**src/sv/rcs_pkg.sv**
```systemverilog
`timescale 1ns / 1ps

package rcs_pkg;

    localparam int MAX_DEGREE_DEF  = 1024;
    localparam int TABLE_DEPTH_DEF = 16;
    localparam int COEFF_BITS      = 16;
    localparam int WORD_BITS       = 64;
    localparam int RING_W          = 11;
    localparam int CB_W            = 5;
    localparam int LIM_W           = 5;
    localparam int CFG_W           = 11;
    localparam int CFG_IDX_W       = 2;
    localparam int IDX_W           = 10;
    localparam int TIDX_W          = 4;
    localparam int CHUNK_W         = 16;
    localparam int LEFT_W          = 6;

    localparam logic [RING_W-1:0] RING_RST  = 11'd1024;
    localparam logic [CB_W-1:0]   CB_RST    = 5'd4;
    localparam logic [LIM_W-1:0]  LIM_RST   = 5'd11;
    localparam logic [CB_W-1:0]   CB_MIN    = 5'd2;
    localparam logic [CB_W-1:0]   CB_MAX    = 5'd16;

    typedef enum logic [CFG_IDX_W-1:0] {
        CFG_RING_SIZE    = 2'd0,
        CFG_CHUNK_BITS   = 2'd1,
        CFG_ACCEPT_LIMIT = 2'd2
    } t_cfg_idx;

    typedef enum logic [1:0] {
        ST_IDLE,
        ST_SCAN,
        ST_ZERO,
        ST_FLUSH
    } t_state;

    typedef struct packed {
        logic tbl_wr;
        logic load;
        logic step;
        logic push;
        logic run_last;
        logic pend_zero;
        logic pend_clr;
    } t_dp_cmd;

    typedef struct packed {
        logic hit;
        logic poly_last;
        logic ring_odd;
        logic last_chunk;
        logic pend_valid;
        logic out_free;
    } t_dp_stat;

    // ceil(64 / cb) for a clamped chunk width
    function automatic logic [LEFT_W-1:0] chunk_count(input logic [CB_W-1:0] cb);
        logic [LEFT_W-1:0] n;
        case (cb)
            5'd2:    n = 6'd32;
            5'd3:    n = 6'd22;
            5'd4:    n = 6'd16;
            5'd5:    n = 6'd13;
            5'd6:    n = 6'd11;
            5'd7:    n = 6'd10;
            5'd8:    n = 6'd8;
            5'd9:    n = 6'd8;
            5'd10:   n = 6'd7;
            5'd11:   n = 6'd6;
            5'd12:   n = 6'd6;
            5'd13:   n = 6'd5;
            5'd14:   n = 6'd5;
            5'd15:   n = 6'd5;
            5'd16:   n = 6'd4;
            default: n = 6'd4;
        endcase
        return n;
    endfunction

endpackage

```
**src/sv/rcs_ctrl.sv**
```systemverilog
`timescale 1ns / 1ps

module rcs_ctrl (
    input  logic              i_clk,
    input  logic              i_rst_n,
    input  logic              i_in_valid,
    input  logic              i_mode,
    input  rcs_pkg::t_dp_stat i_stat,
    output logic              o_in_stall,
    output rcs_pkg::t_dp_cmd  o_cmd
);

    rcs_pkg::t_state r_state;
    rcs_pkg::t_state n_state;

    always_ff @(posedge i_clk) begin
        if (!i_rst_n) begin
            r_state <= rcs_pkg::ST_IDLE;
        end else begin
            r_state <= n_state;
        end
    end

    always_comb begin
        n_state    = r_state;
        o_in_stall = 1'b1;
        o_cmd      = '0;
        case (r_state)
            rcs_pkg::ST_IDLE: begin
                o_in_stall = 1'b0;
                if (i_in_valid) begin
                    if (i_mode) begin
                        o_cmd.tbl_wr = 1'b1;
                    end else begin
                        o_cmd.load = 1'b1;
                        n_state    = rcs_pkg::ST_SCAN;
                    end
                end
            end
            rcs_pkg::ST_SCAN: begin
                // advance one chunk only when a push can land
                if (i_stat.out_free) begin
                    o_cmd.step = 1'b1;
                    o_cmd.push = i_stat.hit && i_stat.pend_valid;
                    if (i_stat.hit && i_stat.poly_last) begin
                        n_state = i_stat.ring_odd ? rcs_pkg::ST_ZERO : rcs_pkg::ST_FLUSH;
                    end else if (i_stat.last_chunk) begin
                        n_state = rcs_pkg::ST_FLUSH;
                    end
                end
            end
            rcs_pkg::ST_ZERO: begin
                if (i_stat.out_free) begin
                    o_cmd.push      = 1'b1;
                    o_cmd.pend_zero = 1'b1;
                    n_state         = rcs_pkg::ST_FLUSH;
                end
            end
            rcs_pkg::ST_FLUSH: begin
                if (!i_stat.pend_valid) begin
                    n_state = rcs_pkg::ST_IDLE;
                end else if (i_stat.out_free) begin
                    o_cmd.push     = 1'b1;
                    o_cmd.run_last = 1'b1;
                    o_cmd.pend_clr = 1'b1;
                    n_state        = rcs_pkg::ST_IDLE;
                end
            end
            default: begin
                n_state = rcs_pkg::ST_IDLE;
            end
        endcase
    end

endmodule

```
**src/sv/rcs_dp.sv**
```systemverilog
`timescale 1ns / 1ps

module rcs_dp #(
    parameter int MAX_DEGREE  = rcs_pkg::MAX_DEGREE_DEF,
    parameter int TABLE_DEPTH = rcs_pkg::TABLE_DEPTH_DEF
) (
    input  logic                             i_clk,
    input  logic                             i_rst_n,
    input  rcs_pkg::t_dp_cmd                 i_cmd,
    output rcs_pkg::t_dp_stat                o_stat,
    input  logic                             i_cfg_wr_en,
    input  logic [rcs_pkg::CFG_IDX_W-1:0]    i_cfg_index,
    input  logic [rcs_pkg::CFG_W-1:0]        i_cfg_data,
    input  logic [rcs_pkg::WORD_BITS-1:0]    i_random_word,
    input  logic [rcs_pkg::TIDX_W-1:0]       i_table_index,
    input  logic [rcs_pkg::COEFF_BITS-1:0]   i_table_value,
    input  logic                             i_out_stall,
    output logic                             o_out_valid,
    output logic [rcs_pkg::COEFF_BITS-1:0]   o_coefficient,
    output logic [rcs_pkg::IDX_W-1:0]        o_coeff_index,
    output logic                             o_poly_done,
    output logic                             o_run_last
);

    localparam int CNT_W  = $clog2(MAX_DEGREE + 1);
    localparam int TBL_AW = (TABLE_DEPTH > 1) ? $clog2(TABLE_DEPTH) : 1;

    // configuration
    logic [rcs_pkg::RING_W-1:0] r_ring;
    logic [rcs_pkg::CB_W-1:0]   r_cb;
    logic [rcs_pkg::LIM_W-1:0]  r_lim;

    always_ff @(posedge i_clk) begin
        if (!i_rst_n) begin
            r_ring <= rcs_pkg::RING_RST;
            r_cb   <= rcs_pkg::CB_RST;
            r_lim  <= rcs_pkg::LIM_RST;
        end else if (i_cfg_wr_en) begin
            case (i_cfg_index)
                rcs_pkg::CFG_RING_SIZE:    r_ring <= i_cfg_data;
                rcs_pkg::CFG_CHUNK_BITS:   r_cb   <= i_cfg_data[rcs_pkg::CB_W-1:0];
                rcs_pkg::CFG_ACCEPT_LIMIT: r_lim  <= i_cfg_data[rcs_pkg::LIM_W-1:0];
                default: ;
            endcase
        end
    end

    // clamped working values
    logic [CNT_W-1:0]            w_m;
    logic [CNT_W-1:0]            w_loop_limit;
    logic                        w_odd;
    logic [rcs_pkg::CB_W-1:0]    w_cb;
    logic [rcs_pkg::CHUNK_W-1:0] w_lim;

    always_comb begin
        if (r_ring < rcs_pkg::RING_W'(2)) begin
            w_m = CNT_W'(2);
        end else if (32'(r_ring) > MAX_DEGREE) begin
            w_m = CNT_W'(MAX_DEGREE);
        end else begin
            w_m = CNT_W'(r_ring);
        end
        w_odd        = w_m[0];
        w_loop_limit = w_odd ? (w_m - CNT_W'(1)) : w_m;
        if (r_cb < rcs_pkg::CB_MIN) begin
            w_cb = rcs_pkg::CB_MIN;
        end else if (r_cb > rcs_pkg::CB_MAX) begin
            w_cb = rcs_pkg::CB_MAX;
        end else begin
            w_cb = r_cb;
        end
        w_lim = (32'(r_lim) > TABLE_DEPTH) ? rcs_pkg::CHUNK_W'(TABLE_DEPTH)
                                           : rcs_pkg::CHUNK_W'(r_lim);
    end

    // word shifter and chunk test
    logic [rcs_pkg::WORD_BITS-1:0] r_word;
    logic [rcs_pkg::LEFT_W-1:0]    r_left;
    logic [CNT_W-1:0]              r_count;
    logic [rcs_pkg::CHUNK_W-1:0]   w_mask;
    logic [rcs_pkg::CHUNK_W-1:0]   w_chunk;
    logic                          w_hit;
    logic                          w_poly_last;

    assign w_mask      = rcs_pkg::CHUNK_W'((17'd1 << w_cb) - 17'd1);
    assign w_chunk     = r_word[rcs_pkg::CHUNK_W-1:0] & w_mask;
    assign w_hit       = w_chunk < w_lim;
    assign w_poly_last = (r_count + CNT_W'(1)) == w_loop_limit;

    always_ff @(posedge i_clk) begin
        if (!i_rst_n) begin
            r_count <= '0;
            r_left  <= '0;
        end else if (i_cmd.load) begin
            r_left <= rcs_pkg::chunk_count(w_cb);
            // drop a count left stale by a ring size change
            if (r_count >= w_loop_limit) begin
                r_count <= '0;
            end
        end else if (i_cmd.step) begin
            r_left <= r_left - rcs_pkg::LEFT_W'(1);
            if (w_hit) begin
                r_count <= w_poly_last ? '0 : (r_count + CNT_W'(1));
            end
        end
    end

    always_ff @(posedge i_clk) begin
        if (i_cmd.load) begin
            r_word <= i_random_word;
        end else if (i_cmd.step) begin
            r_word <= r_word >> w_cb;
        end
    end

    // coefficient table
    logic [rcs_pkg::COEFF_BITS-1:0] r_mem [TABLE_DEPTH];
    logic [rcs_pkg::COEFF_BITS-1:0] r_rd_data;
    logic [TBL_AW+rcs_pkg::TIDX_W-1:0] w_widx;
    logic                           w_wr_ok;

    assign w_widx  = (TBL_AW + rcs_pkg::TIDX_W)'(i_table_index);
    assign w_wr_ok = 32'(i_table_index) < TABLE_DEPTH;

    always_ff @(posedge i_clk) begin
        if (i_cmd.tbl_wr && w_wr_ok) begin
            r_mem[w_widx[TBL_AW-1:0]] <= i_table_value;
        end
        if (i_cmd.step && w_hit) begin
            r_rd_data <= r_mem[w_chunk[TBL_AW-1:0]];
        end
    end

    // pending result: held until the next hit or the end of the word
    logic             r_pend_valid;
    logic             r_pend_zero;
    logic             r_pend_done;
    logic [CNT_W-1:0] r_pend_idx;

    always_ff @(posedge i_clk) begin
        if (!i_rst_n) begin
            r_pend_valid <= 1'b0;
        end else if (i_cmd.pend_clr) begin
            r_pend_valid <= 1'b0;
        end else if (i_cmd.pend_zero || (i_cmd.step && w_hit)) begin
            r_pend_valid <= 1'b1;
        end
    end

    always_ff @(posedge i_clk) begin
        if (i_cmd.pend_zero) begin
            r_pend_zero <= 1'b1;
            r_pend_done <= 1'b1;
            r_pend_idx  <= w_loop_limit;
        end else if (i_cmd.step && w_hit) begin
            r_pend_zero <= 1'b0;
            r_pend_done <= w_poly_last && !w_odd;
            r_pend_idx  <= r_count;
        end
    end

    // output register
    logic r_out_valid;

    always_ff @(posedge i_clk) begin
        if (!i_rst_n) begin
            r_out_valid <= 1'b0;
        end else if (i_cmd.push) begin
            r_out_valid <= 1'b1;
        end else if (!i_out_stall) begin
            r_out_valid <= 1'b0;
        end
    end

    always_ff @(posedge i_clk) begin
        if (i_cmd.push) begin
            o_coefficient <= r_pend_zero ? '0 : r_rd_data;
            o_coeff_index <= rcs_pkg::IDX_W'(r_pend_idx);
            o_poly_done   <= r_pend_done;
            o_run_last    <= i_cmd.run_last;
        end
    end

    assign o_out_valid = r_out_valid;

    assign o_stat.hit        = w_hit;
    assign o_stat.poly_last  = w_poly_last;
    assign o_stat.ring_odd   = w_odd;
    assign o_stat.last_chunk = r_left == rcs_pkg::LEFT_W'(1);
    assign o_stat.pend_valid = r_pend_valid;
    assign o_stat.out_free   = !r_out_valid || !i_out_stall;

endmodule

```
**src/sv/rejection_coeff_sampler_top.sv**
```systemverilog
// Rejection sampler for small ring coefficients. Each mode 0 word is a 64-bit
// random value cut into chunk_bits-wide chunks from the low end; a chunk below
// accept_limit picks an entry of the coefficient table, which comes out with its
// position, and the last word of a polynomial carries poly_done. An odd
// ring_size appends a zero coefficient at position ring_size-1. run_last marks
// the final word a given input produced. Mode 1 inputs load one table entry and
// produce nothing; load every entry that accept_limit can reach before sampling.
// One chunk is tested per cycle while the result register can take a push, so
// a mode 0 input holds the block for its scan of up to ceil(64/chunk_bits)
// chunks, then for an odd ring the zero word, then the end of word flush,
// before the idle state takes the next input; a polynomial that completes
// mid-word ends the scan early. A mode 1 input leaves the block idle and ready
// for the next input. One held word plus the result register let the scan emit
// one coefficient per cycle while the receiver keeps up; each cycle in which the
// result register is full and stalled halts the scan, the zero word and the
// flush. Configuration may be written only while the block is idle.
`timescale 1ns / 1ps

module rejection_coeff_sampler_top #(
    parameter int MAX_DEGREE  = rcs_pkg::MAX_DEGREE_DEF,
    parameter int TABLE_DEPTH = rcs_pkg::TABLE_DEPTH_DEF
) (
    input  logic                             i_clk,
    input  logic                             i_rst_n,
    // configuration write port
    input  logic                             i_cfg_wr_en,
    input  logic [rcs_pkg::CFG_IDX_W-1:0]    i_cfg_index,
    input  logic [rcs_pkg::CFG_W-1:0]        i_cfg_data,
    // input channel
    input  logic                             i_in_valid,
    output logic                             o_in_stall,
    input  logic                             i_mode,
    input  logic [rcs_pkg::WORD_BITS-1:0]    i_random_word,
    input  logic [rcs_pkg::TIDX_W-1:0]       i_table_index,
    input  logic [rcs_pkg::COEFF_BITS-1:0]   i_table_value,
    // output channel
    output logic                             o_out_valid,
    input  logic                             i_out_stall,
    output logic [rcs_pkg::COEFF_BITS-1:0]   o_coefficient,
    output logic [rcs_pkg::IDX_W-1:0]        o_coeff_index,
    output logic                             o_poly_done,
    output logic                             o_run_last
);

    rcs_pkg::t_dp_cmd  w_cmd;
    rcs_pkg::t_dp_stat w_stat;

    // sequencer: idle, scan chunks, append the zero word, flush the held word
    rcs_ctrl u_ctrl (
        .i_clk      (i_clk),
        .i_rst_n    (i_rst_n),
        .i_in_valid (i_in_valid),
        .i_mode     (i_mode),
        .i_stat     (w_stat),
        .o_in_stall (o_in_stall),
        .o_cmd      (w_cmd)
    );

    // datapath: config, word shifter, count, table, held word, output register
    rcs_dp #(
        .MAX_DEGREE  (MAX_DEGREE),
        .TABLE_DEPTH (TABLE_DEPTH)
    ) u_dp (
        .i_clk         (i_clk),
        .i_rst_n       (i_rst_n),
        .i_cmd         (w_cmd),
        .o_stat        (w_stat),
        .i_cfg_wr_en   (i_cfg_wr_en),
        .i_cfg_index   (i_cfg_index),
        .i_cfg_data    (i_cfg_data),
        .i_random_word (i_random_word),
        .i_table_index (i_table_index),
        .i_table_value (i_table_value),
        .i_out_stall   (i_out_stall),
        .o_out_valid   (o_out_valid),
        .o_coefficient (o_coefficient),
        .o_coeff_index (o_coeff_index),
        .o_poly_done   (o_poly_done),
        .o_run_last    (o_run_last)
    );

    // a new input is taken only once the previous one has left no held word
    a_idle_no_pending: assert property (@(posedge i_clk) disable iff (!i_rst_n)
        !o_in_stall |-> !w_stat.pend_valid)
        else $error("input taken while a word is still held");

    // never overwrite an undelivered result
    a_push_has_room: assert property (@(posedge i_clk) disable iff (!i_rst_n)
        w_cmd.push |-> w_stat.out_free)
        else $error("result pushed into a full output register");

    // completing a polynomial ends the word's results
    a_done_is_last: assert property (@(posedge i_clk) disable iff (!i_rst_n)
        o_out_valid && o_poly_done |-> o_run_last)
        else $error("poly_done without run_last");

endmodule
```
**config.mk**
```make
export PLATFORM = sky130hd
export DESIGN_NAME = rejection_coeff_sampler_top
export DESIGN_NICKNAME = d
export VERILOG_FILES = /design/src/sv/rcs_pkg.sv /design/src/sv/rcs_ctrl.sv /design/src/sv/rcs_dp.sv /design/src/sv/rejection_coeff_sampler_top.sv
export SDC_FILE = /design/constraint.sdc
export NUM_CORES = 1
export LEC_CHECK = 0
export ABC_AREA = 1
export BUFFER_PORTS_ARGS = -buffer_cell sky130_fd_sc_hd__buf_2
export CAP_MARGIN = 10
export CORE_ASPECT_RATIO = 1.2
export CORE_MARGIN = 2
export CORE_UTILIZATION = 45
export CTS_CLUSTER_SIZE = 40
export DETAILED_ROUTE_END_ITERATION = 6
export PLACE_DENSITY = 0.64
export SYNTH_ARGS = -nofsm -noshare
export SYNTH_HDL_FRONTEND = slang
export SYNTH_HIERARCHICAL = 1
export SYNTH_SLANG_ARGS = --single-unit
```
**constraint.sdc**
```tcl
create_clock -name i_clk -period 12.9 [get_ports i_clk]
set_input_delay 1.29 -clock i_clk [delete_from_list [all_inputs] [get_ports i_clk]]
set_output_delay 1.29 -clock i_clk [all_outputs]
set_load 0.01 [all_outputs]
```
==> flow_summary.ini <==
[timing]
tns_ns = 0
max_clock_freq_ghz = 0.180
relSlewSlack = 0.237
timing.final.ws_setup_ns = 7.34
rsz0062_at_grt = no
slew_viol_final = 0
setup_viol = 0
worstMarginPinSlew_ns = 1.14
timing.final.crit_share = 0.431
fin_worst_skew_ns = 0.0287
hold_viol_final = 0
period_minus_slack_ns = 5.56

[clock_tree]
cts_hold_buffers = 0
root_buffer = clkbuf_16
path_clk_slew_ns = 0.06
cts_tree = done
cts.path.max_buffers = 3
cts_buffers = 43
h-tree-depth = 2
clock_sinks = 418
clock_latency_ns = 0.60
postCtsSetupBuffers = 0
cts-resized-gates = 0

[worst_setup_path]
crit_type = flop to flop
worstSetupStartpoint = u_dp/r_cb[4]
startpoint_type = flop
cp-end-kind = flop
r2r_cells = 17
r2r-start = u_dp/r_cb[4]
cp_data_arrival_time_ns = 5.77
cp.required_ns = 13.12
path_max_fanout = 66

[logic_synthesis]
yosys_warnings = 6
synth_fp_nets = 2327
yosys_most_used_dff = edfxtp_1
synth_edf_count = 374
yosysSeqAreaShare = 0.577
syn_avg_cell_area_um2 = 9.55
async_flop_share = 0
syn_inst = 2197
syn_area_mm2 = 0.0210
yosysUniqueCellTypes = 58
synth_seq_cells = 418

[pwr]
p_leak_nw = 9.01
ir_drop_mv = 0.143
pwr_density_cell_mw_per_mm2 = 195

[layout]
drive_gt1_frac = 0.140
area_growth_pct = 12.1
stdcell_count = 2923
final_cell_mix = nand2_1, edfxtp_1, o21ai_0
design_area_mm2 = 0.0235
final_common_cell = nand2_1
fillers = 4234
num-nets-final = 2404

[floorplan]
io_pins = 133
dieHeight_um = 241
start_util = 0.457
chipWidth_um = 201
design.die.area_mm2 = 0.0484
coreArea_mm2 = 0.0459
core.rowCount = 86

[route]
viasPerCell = 5.74
drt_iter0_drc = 1468
firstDrtPassIters = 7
dr_total_vias = 16800
ant_nets = 0
drt-total-wl_um = 60400
wire_per_inst_um = 20.6
drc = 0

[run_status]
outcome = finished, final reports clean

[placed_design]
dp_cells = 2845
gp_congestion = 0.934
place_area_mm2 = 0.0221
dpl.hpwl_um = 40700
port_buffers = 132
pre_cts_slack_ns = 7.33

[worst_hold_path]
min_path_type = flop to flop
min_from = u_dp/r_pend_idx[4]
holdPathStages = 0

[grt]
grt_pass1_vias = 16100
grt_start_max_net_pins = 106
grt_util_all_layers = 0.247
overflow = 0
antenna_found_initial = 2
grt_first_pass_wirelength_um = 92500

[flow_run]
maxCapViolCount = 0
[state kept, by name (all words and copies together), names as in the netlist]
signal	cells
u_dp/o_coefficient	16
u_dp/r_rd_data	16
u_dp/r_left	6
u_dp/r_count	11
u_dp/r_cb	5
u_dp/r_pend_done	1
u_dp/r_lim	5
u_dp/r_mem	256
u_dp/r_pend_valid	1
u_dp/r_pend_zero	1
u_dp/r_ring	11
u_dp/r_word	64
u_dp/o_out_valid	1
u_dp/o_run_last	1
u_ctrl/r_state	2
u_dp/r_pend_idx	10
u_dp/o_coeff_index	10
u_dp/o_poly_done	1
[worst paths after layout]
path / slack, ns / endpoint
worst max-delay path: 7.34 / u_dp/r_rd_data[2]
worst min-delay path: 0.42 / u_dp/o_coeff_index[4]
worst max register to register: 7.34 / u_dp/r_rd_data[2]
worst min register to register: 0.42 / u_dp/o_coeff_index[4]
[kinds of logic after synthesis]
logic type | synth area share
AND/OR/NAND/NOR | 0.180
flip-flops | 0.577
AO/OA/AOI/OAI | 0.155
buffers and inverters | 0.0547
multiplexers | 0.0129
adder cells (fa/ha/maj) | 0.0161
XOR/XNOR | 0.00441
[report_power, final]
group          switching, mW  internal (mW)
Combinational           1.07          0.456
Sequential             0.110           1.72
Clock                  0.539          0.698
[Yosys cell counts, types with 20 or more instances]
master	n	area [um^2]
nand2_1	431	1620
edfxtp_1	374	11200
o21ai_0	353	1770
nor2_1	267	1000
inv_1	133	499
clkbuf_1	93	349
nand3_1	88	440
o221ai_1	50	438
dfxtp_1	44	881
o22ai_1	37	231
a21oi_1	28	140
ha_1	27	338
mux2i_1	27	270
o21ai_1	21	105
or2_2	20	125
[through the flow]
step / utilization / total power [mW] / hold slack [ns]
after floorplan: - / 2.86 / 0.400
after global placement: 0.482 / 3.35 / 0.403
after detailed placement: 0.482 / 3.36 / 0.405
after CTS: 0.512 / 4.61 / 0.419
after global routing: 0.512 / 4.85 / 0.421
final: 0.512 / 4.59 / 0.418
[layout make-up]
cell class / count / area, um^2 / area share
sequential: 418 / 12100 / 0.515
multi-input combinational: 1499 / 7780 / 0.331
clock buffer: 47 / 1090 / 0.0464
timing repair buffer: 165 / 908 / 0.0386
tap: 616 / 771 / 0.0328
inverter: 147 / 559 / 0.0238
clock inverter: 30 / 300 / 0.0128
antenna: 1 / 2.50 / 0.000106
[per-layer routing]
metal	track usage	up-vias	wire length (um)
li1	-	7925	-
met5	0	-	25
met2	0.427	663	29100
met1	0.313	8011	24800
met4	0.109	4	2540
met3	0.0332	168	3890
[critical path, stage by stage (launching register included)]
cell     delay, ns
dfxtp_1       0.63
nor2_2        0.16
nand2_1       0.16
nand2_2       0.07
inv_2         0.62
ha_1          0.41
nand4_2       0.24
ha_1          0.37
nor2_4        0.10
buf_4         0.56
ha_1          0.36
a21oi_1       0.14
o21ai_0       0.11
nand2_1       0.07
nand3_1       0.12
nor2_4        0.15
nand3_2       0.20
inv_1         0.67
Power figures use the tool's default switching activity.
